### config.mk
export PLATFORM = sky130hd
export DESIGN_NAME = particle_sensor_frame_parser
export DESIGN_NICKNAME = d
export VERILOG_FILES = /design/src/design/psfp_pkg.sv /design/src/design/particle_sensor_frame_parser.sv
export SDC_FILE = /design/constraint.sdc
export NUM_CORES = 1
export LEC_CHECK = 0
export BUFFER_PORTS_ARGS = -buffer_cell sky130_fd_sc_hd__buf_2
export CAP_MARGIN = 10
export CORE_MARGIN = 1.5
export CORE_UTILIZATION = 62
export DETAILED_ROUTE_END_ITERATION = 8
export HOLD_SLACK_MARGIN = 0.05
export PLACE_DENSITY = 0.85
export SLEW_MARGIN = 20
export SYNTH_ARGS = -nofsm -noshare
export SYNTH_HDL_FRONTEND = slang
export SYNTH_SLANG_ARGS = --single-unit
### constraint.sdc
create_clock -name clk -period 20.8 [get_ports clk]
set_clock_uncertainty 0.2 [all_clocks]
set_input_delay 4.16 -clock clk [delete_from_list [all_inputs] [get_ports clk]]
set_output_delay 4.16 -clock clk [all_outputs]
set_load 0.02 [all_outputs]
### src/design/psfp_pkg.sv
// ----------------------------------------------------------------------------
// psfp_pkg
// Types and constants for the particle sensor frame parser.
// ----------------------------------------------------------------------------
package psfp_pkg;

    localparam logic [7:0] START_FIRST  = 8'h42;
    localparam logic [7:0] START_SECOND = 8'h4D;

    localparam int unsigned POS_W = 6;

    localparam logic [POS_W-1:0] SHORT_LEN = 6'd24;
    localparam logic [POS_W-1:0] LONG_LEN  = 6'd32;

    localparam int unsigned NUM_WORDS = 6;
    localparam int unsigned WORD_W    = 16;

    typedef enum logic [2:0] {
        ST_OK        = 3'd0,
        ST_RX_ERR    = 3'd1,
        ST_BAD_START = 3'd2,
        ST_BAD_LEN   = 3'd3,
        ST_BAD_SUM   = 3'd4
    } status_t;

endpackage

### src/design/particle_sensor_frame_parser.sv
// ----------------------------------------------------------------------------
// particle_sensor_frame_parser
// Byte-stream parser for particulate sensor frames with sum check.
// ----------------------------------------------------------------------------
// Usage:
//   s_*   : one request per received byte (tdata) or receive timeout (tuser).
//   m_*   : one request per finished frame or per error; status on tuser,
//           six 16-bit readings on tdata (zero for status 1, 2 and 3).
//   cfg_* : frame length select, 0 = 24 bytes, 1 = 32 bytes. Always ready;
//           the value is latched per frame at the first start byte.
// Timing:
//   One byte is taken every clock while m_* is not stalled. A result appears
//   on m_* in the cycle after the request that completes the frame or shows
//   the error. All per-byte work is a single add and compare between the parser
//   state and the output register: one request per cycle without a stall.
// Reset:
//   Parser hunts for the first start byte, output empty, 32-byte frames.
// Back-pressure:
//   While a result waits on m_* with m_tready low, s_tready drops; it rises
//   in the cycle the result is taken, so bytes keep flowing back to back.
// ----------------------------------------------------------------------------
module particle_sensor_frame_parser
    import psfp_pkg::*;
(
    input  logic         clk,
    input  logic         rst_n,

    input  logic         s_tvalid,
    output logic         s_tready,
    input  logic [7:0]   s_tdata,   // [7:0] rx_byte
    input  logic         s_tuser,   // [0] rx_timeout

    output logic         m_tvalid,
    input  logic         m_tready,
    output logic [95:0]  m_tdata,   // [15:0] pm1_indoor, [31:16] pm25_indoor,
                                    // [47:32] pm10_indoor, [63:48] pm1_outdoor,
                                    // [79:64] pm25_outdoor, [95:80] pm10_outdoor
    output logic [2:0]   m_tuser,   // [2:0] status

    input  logic         cfg_valid,
    output logic         cfg_ready,
    input  logic         cfg_data   // long_frame
);

    // Configuration and per-frame length
    logic long_cfg_reg, long_cfg_next;
    logic long_frm_reg, long_frm_next;

    // Parser state
    logic [POS_W-1:0]  pos_reg, pos_next;
    logic [WORD_W-1:0] sum_reg, sum_next;
    logic [WORD_W-1:0] length_reg, length_next;
    logic [7:0]        hold_reg, hold_next;
    logic [WORD_W-1:0] words_reg  [NUM_WORDS];
    logic [WORD_W-1:0] words_next [NUM_WORDS];

    // Output register
    logic              out_valid_reg, out_valid_next;
    status_t           out_status_reg, out_status_next;
    logic [95:0]       out_data_reg, out_data_next;

    logic              accept;
    logic              emit;
    status_t           res_status;
    logic              res_with_data;
    logic [POS_W-1:0]  frame_len;
    logic [POS_W-1:0]  pos_m5;
    logic [2:0]        word_idx;
    logic [WORD_W-1:0] word;
    logic [95:0]       words_flat;

    assign cfg_ready = 1'b1;
    assign s_tready  = !out_valid_reg || m_tready;
    assign accept    = s_tvalid && s_tready;

    assign frame_len = long_frm_reg ? LONG_LEN : SHORT_LEN;
    assign pos_m5    = pos_reg - 6'd5;
    assign word_idx  = pos_m5[3:1];
    assign word      = {hold_reg, s_tdata};

    always_comb
    begin
        for (int i = 0; i < NUM_WORDS; i++)
        begin
            words_flat[i*WORD_W +: WORD_W] = words_reg[i];
        end
    end

    // Per-byte parse
    always_comb
    begin
        long_cfg_next = long_cfg_reg;
        long_frm_next = long_frm_reg;
        pos_next      = pos_reg;
        sum_next      = sum_reg;
        length_next   = length_reg;
        hold_next     = hold_reg;
        for (int i = 0; i < NUM_WORDS; i++)
        begin
            words_next[i] = words_reg[i];
        end
        emit          = 1'b0;
        res_status    = ST_OK;
        res_with_data = 1'b0;

        if (cfg_valid && cfg_ready)
        begin
            long_cfg_next = cfg_data;
        end

        if (accept)
        begin
            if (pos_reg == 6'd0)
            begin
                if (s_tuser)
                begin
                    emit       = 1'b1;
                    res_status = ST_RX_ERR;
                end
                else if (s_tdata != START_FIRST)
                begin
                    emit       = 1'b1;
                    res_status = ST_BAD_START;
                end
                else
                begin
                    long_frm_next = long_cfg_reg;
                    sum_next      = {8'h00, s_tdata};
                    pos_next      = 6'd1;
                end
            end
            else if (pos_reg == 6'd1)
            begin
                pos_next = 6'd0;
                if (s_tuser)
                begin
                    emit       = 1'b1;
                    res_status = ST_RX_ERR;
                end
                else if (s_tdata != START_SECOND)
                begin
                    emit       = 1'b1;
                    res_status = ST_BAD_START;
                end
                else
                begin
                    sum_next = sum_reg + {8'h00, s_tdata};
                    pos_next = 6'd2;
                end
            end
            else if (!s_tuser)
            begin
                // check word bytes stay out of the sum
                if (pos_reg < frame_len - 6'd2)
                begin
                    sum_next = sum_reg + {8'h00, s_tdata};
                end

                if (!pos_reg[0])
                begin
                    hold_next = s_tdata;
                end
                else if (pos_reg == 6'd3)
                begin
                    length_next = word;
                end
                else if (pos_reg >= 6'd5 && pos_reg <= 6'd15)
                begin
                    for (int i = 0; i < NUM_WORDS; i++)
                    begin
                        if (word_idx == 3'(i))
                        begin
                            words_next[i] = word;
                        end
                    end
                end

                if (pos_reg == frame_len - 6'd1)
                begin
                    pos_next = 6'd0;
                    emit     = 1'b1;
                    // length error wins over checksum error
                    if (length_reg != {10'd0, frame_len - 6'd4})
                    begin
                        res_status = ST_BAD_LEN;
                    end
                    else if (sum_reg != word)
                    begin
                        res_status    = ST_BAD_SUM;
                        res_with_data = 1'b1;
                    end
                    else
                    begin
                        res_status    = ST_OK;
                        res_with_data = 1'b1;
                    end
                end
                else
                begin
                    pos_next = pos_reg + 6'd1;
                end
            end
        end
    end

    // Output register
    always_comb
    begin
        out_valid_next  = out_valid_reg;
        out_status_next = out_status_reg;
        out_data_next   = out_data_reg;
        if (emit)
        begin
            out_valid_next  = 1'b1;
            out_status_next = res_status;
            out_data_next   = res_with_data ? words_flat : '0;
        end
        else if (m_tready)
        begin
            out_valid_next = 1'b0;
        end
    end

    always_ff @(posedge clk or negedge rst_n)
    begin
        if (!rst_n)
        begin
            long_cfg_reg  <= 1'b1;
            long_frm_reg  <= 1'b1;
            pos_reg       <= '0;
            out_valid_reg <= 1'b0;
        end
        else
        begin
            long_cfg_reg  <= long_cfg_next;
            long_frm_reg  <= long_frm_next;
            pos_reg       <= pos_next;
            out_valid_reg <= out_valid_next;
        end
    end

    always_ff @(posedge clk)
    begin
        sum_reg        <= sum_next;
        length_reg     <= length_next;
        hold_reg       <= hold_next;
        out_status_reg <= out_status_next;
        out_data_reg   <= out_data_next;
        for (int i = 0; i < NUM_WORDS; i++)
        begin
            words_reg[i] <= words_next[i];
        end
    end

    assign m_tvalid = out_valid_reg;
    assign m_tdata  = out_data_reg;
    assign m_tuser  = out_status_reg;

endmodule

==> flow_results.org <==
** STA
- Number of endpoints failing setup at the final stage :: 0
- Hold Vio Cnt, Final :: 0
- Post-route setup TNS :: 0 ns
- The routed design could run at a clock period as short as 9.001 ns.
- In the finished design, the share of the clock period the worst path needs comes to 0.4328.
- Final count of pins violating max slew :: 0
- At the pin with the least slew margin, the transition time is 1.051 ns.
- Headroom to the max-slew limit :: 0.2993
- Timing would allow up to 111.1 MHz.
- Unrepaired setup endpoints after global routing :: no

** Yosys
- After technology mapping, the gate count stands at 569.
- Counting every net in the synthesized netlist gives 597.
- Synthesis instantiated 64 different standard cells from the library.
- Avg Synthesized Cell Area :: 16.76 µm²
- Portion of the post-synthesis area used by sequential elements :: 0.7639
- The cell area that synthesis handed to floorplanning was 9535 µm².
- Yosys reg bits :: 244
- The synthesized design contains 235 enable-type register cells.
- The most used flip-flop cell after synthesis is sky130_fd_sc_hd__edfxtp_1.
- Of all flip-flops after synthesis, the portion carrying an async set or reset was 0.03689.
- Yosys warning total :: 0

** Finish
- Area of combinational cells with multiple inputs :: 2142 µm²
- Antenna fix cells :: 0
- In the final design database the tool counted 732 nets.
- Of the cells placed in the final design, the portion with a size suffix greater than 1 is 0.2947.
- Leaving out filler cells and counting taps, the final layout contains 904.
- Synth-to-layout area growth :: 15.61%
- The layout has 890 filler cells.
- Sequential cell area :: 7284 µm²

** Detailed routing
- Antenna viol nets, final :: 0
- For this block, the routed nets add up to 18440 µm of wire.
- Drt pass-1 iters :: 6
- Dividing the detail-routed wire length by the instance count gives 20.40 µm.
- After the first detailed-routing iteration, the DRC count stood at 480.
- Routed vias :: 5296
- DRC violation count after routing :: 0
- In the routed layout, each cell is associated on average with a via count of 5.858.

** Placement
- Routability-driven placement finished with a final weighted congestion of 0.8611.
- Post-detailed-placement half-perimeter wirelength :: 11460 µm
- Quantity of I/O buffers inserted on ports :: 115
- Total instance count after detailed placement :: 866

** Power
- Net load switching power :: 396.9 µW
- Of the total power, the share spent switching nets is 0.2990.
- The internal portion of the total power is 930.3 µW.
- The worst-case IR drop observed on VDD is 0.09185 mV.
- The share of total power dissipated in sequential elements is 0.498.
- Clock group share of total power :: 0.285
- The analysis attributes to cell leakage a power of 4.065 nW.
- Power density over cell area :: 120.4 nW/µm²
- Power share of the combinational group :: 0.218

** Clock tree
- TritonCTS built the clock tree.
- H-tree lvl count :: 1
- In this run, post-CTS repair resized a total of 0 instances.
- Clock-pin slew was measured on the worst setup and hold paths at 0.06 ns.
- Buffers inserted to repair hold after CTS numbered 0.
- For the worst-skew pair, the clock arrives at the later sink with an insertion delay of 0.51 ns.
- For this design, the sink count on the clock tree is 244.
- Counting along the longest clock path gives a buffer depth of 3.
- Root buffer cell :: sky130_fd_sc_hd__clkbuf_16
- Clock buffers created by TritonCTS :: 24
- Setup bufs post-CTS :: 0

** Setup path
- Traced cell by cell, the critical path runs through buf_2 > nand2b_1 > buf_2.
- Startpoint of the worst setup timing path :: m_tready
- In this run the critical register-to-register path is launched from pos_reg[0]$_DFFE_PN0P_.
- The worst setup path is of the input port to output pin kind.
- At the worst endpoint, the required time is 16.44 ns.
- Top Family by Delay on Critical Path :: buffers and inverters
- For the worst setup path, the data arrival time is 4.64 ns.
- CP endpoint kind :: output pin
- Sum of buffers and inverters on the critical path :: 2
- Slowest cell delay on critical path :: 0.20 ns
- Worst Path Max Fanout :: 6
- Standard cell with the maximum stage delay on the critical path :: sky130_fd_sc_hd__nand2b_1
- The cell that appears most often on the critical path is sky130_fd_sc_hd__buf_2.
- Kind of start point of the critical path :: input port

** Floorplan
- Initial standard-cell utilization of the core :: 0.6319
- Core area :: 15090 µm²
- Ports :: 117
- In this run the vertical extent of the chip is 127.0 µm.
- The floorplan has 45 rows.
- The die is 127.0 µm wide.
- Die area :: 16130 µm²

** Global route
- Entering global routing, the biggest net connects 98 pins.
- Wire length of the first global-routing pass :: 28110 µm
- The initial antenna violation count is 0.
- Total global-route track usage :: 0.2309
- GRT Residual Overflow :: 0
- Vias in the first global route :: 5181

** Hold path
- In this run the worst hold path is classified as flop to flop.
- In this run the most critical hold path is launched from words_reg[5][7]$_DFFE_PP_.

** Job
- Max Cap Violations :: 0

** Run status
- Run status :: finished, final reports clean
==> worst reg2reg max path, cell delays in order, from the launching register on <==
cell	delay, ns
sky130_fd_sc_hd__dfrtp_1	0.45
sky130_fd_sc_hd__inv_1	0.14
sky130_fd_sc_hd__ha_1	0.34
sky130_fd_sc_hd__nand2_1	0.61
sky130_fd_sc_hd__nor3_1	0.20
sky130_fd_sc_hd__nor3_2	0.21
sky130_fd_sc_hd__buf_4	0.27
sky130_fd_sc_hd__buf_4	0.80
==> logic make-up (layout without fill, tap and decap cells) <==
family	Yosys count	in the layout	share of synthesized area
other	1	1	0.0003933
XOR/XNOR	15	15	0.01378
AND/OR/NAND/NOR	206	206	0.1382
AO/OA/AOI/OAI	58	58	0.04225
multiplexers	9	9	0.009972
flip-flops	244	244	0.7639
adder cells (fa/ha/maj)	13	13	0.01785
buffers and inverters	23	170	0.01364
==> stage by stage <==
step | hold WS (ns) | utilization | total power [mW] | worst slack (ns) | instance area (µm²)
2_1_floorplan | 0.2967 | - | 0.8728 | 8.239 | 9535
3_3_place_gp | 0.3004 | 0.6854 | 0.9435 | 11.81 | 10340
3_5_place_dp | 0.3040 | 0.6854 | 0.9566 | 11.80 | 10340
4_1_cts | 0.3179 | 0.7306 | 1.335 | 11.79 | 11020
5_1_grt | 0.3267 | 0.7306 | 1.382 | 11.73 | 11020
6_report | 0.3162 | 0.7306 | 1.327 | 11.80 | 11020
==> Yosys cell counts, types with 3 or more instances <==
library cell,number,area [µm²]
sky130_fd_sc_hd__a2111o_1,3,33.78
sky130_fd_sc_hd__a21o_1,4,30.03
sky130_fd_sc_hd__a21oi_1,11,55.05
sky130_fd_sc_hd__and2_1,66,412.9
sky130_fd_sc_hd__and2_2,34,255.2
sky130_fd_sc_hd__and3_1,8,50.05
sky130_fd_sc_hd__buf_2,4,20.02
sky130_fd_sc_hd__buf_6,4,45.04
sky130_fd_sc_hd__clkbuf_1,6,22.52
sky130_fd_sc_hd__dfrtp_1,7,175.2
sky130_fd_sc_hd__edfxtp_1,235,7057
sky130_fd_sc_hd__ha_1,12,150.1
sky130_fd_sc_hd__inv_1,6,22.52
sky130_fd_sc_hd__mux2_2,4,45.04
sky130_fd_sc_hd__mux2i_1,5,50.05
sky130_fd_sc_hd__nand2_1,23,86.33
sky130_fd_sc_hd__nand2b_1,9,56.30
sky130_fd_sc_hd__nand3_1,10,50.05
sky130_fd_sc_hd__nand4_1,7,43.79
sky130_fd_sc_hd__nor2_1,13,48.80
sky130_fd_sc_hd__nor3_1,7,35.03
sky130_fd_sc_hd__nor4_1,4,25.02
sky130_fd_sc_hd__nor4b_1,3,26.28
sky130_fd_sc_hd__o211ai_1,5,37.54
sky130_fd_sc_hd__o21ai_0,17,85.08
sky130_fd_sc_hd__xnor2_1,10,87.58
sky130_fd_sc_hd__xor2_1,5,43.79
==> per-layer routing <==
metal / vias to the layer above / track usage / share of wire
met5: - / 0 / 0
met4: 0 / 0.1063 / 0.038
met3: 55 / 0.03601 / 0.062
met2: 225 / 0.3833 / 0.49
met1: 2597 / 0.3062 / 0.41
li1: 2419 / - / -
==> power by group through the flow <==
stage | Sequential [mW] | Combinational, mW | Clock (mW)
CTS | 0.660 | 0.289 | 0.385
finish | 0.660 | 0.289 | 0.378
global placement | 0.665 | 0.278 | 0
detailed placement | 0.670 | 0.287 | 0
floorplan | 0.733 | 0.139 | 0
global route | 0.667 | 0.312 | 0.403
==> layout make-up <==
cell class              count  area share
repair buffers            126     0.05970
well taps                 188     0.02134
inverters                   6    0.002043
clock inverters            10    0.004086
multi-input cells         302      0.1943
flip-flops and latches    244      0.6608
clock buffers              28     0.05777
==> cell usage in the layout (no fill, tap or decap), types with 5 or more instances in the layout <==
| cell | n |
|---|---|
| sky130_fd_sc_hd__nand2b_1 | 9 |
| sky130_fd_sc_hd__buf_2 | 115 |
| sky130_fd_sc_hd__xor2_1 | 5 |
| sky130_fd_sc_hd__clkinv_1 | 8 |
| sky130_fd_sc_hd__ha_1 | 12 |
| sky130_fd_sc_hd__buf_4 | 11 |
| sky130_fd_sc_hd__nor2_1 | 13 |
| sky130_fd_sc_hd__xnor2_1 | 10 |
| sky130_fd_sc_hd__o211ai_1 | 5 |
| sky130_fd_sc_hd__nand3_1 | 10 |
| sky130_fd_sc_hd__o21ai_0 | 17 |
| sky130_fd_sc_hd__nand4_1 | 7 |
| sky130_fd_sc_hd__nand2_1 | 23 |
| sky130_fd_sc_hd__a21oi_1 | 11 |
| sky130_fd_sc_hd__inv_1 | 6 |
| sky130_fd_sc_hd__and2_1 | 66 |
| sky130_fd_sc_hd__edfxtp_1 | 235 |
| sky130_fd_sc_hd__dfrtp_1 | 7 |
| sky130_fd_sc_hd__mux2i_1 | 5 |
| sky130_fd_sc_hd__and2_2 | 34 |
| sky130_fd_sc_hd__clkbuf_16 | 25 |
| sky130_fd_sc_hd__and3_1 | 8 |
==> final timing paths <==
check,end,cells after the start,slack (ns)
max,s_tready,3,11.80
min,m_tdata[87]$_SDFFCE_PN0P_,1,0.32
max reg2reg,m_tdata[18]$_SDFFCE_PN0P_,7,17.10
min reg2reg,m_tdata[87]$_SDFFCE_PN0P_,1,0.32
max in group asynchronous,long_cfg_reg$_DFFE_PN1P_,1,16.85
min in group asynchronous,pos_reg[3]$_DFFE_PN0P_,1,3.30
No activity file was read; power rests on OpenSTA's default activity.
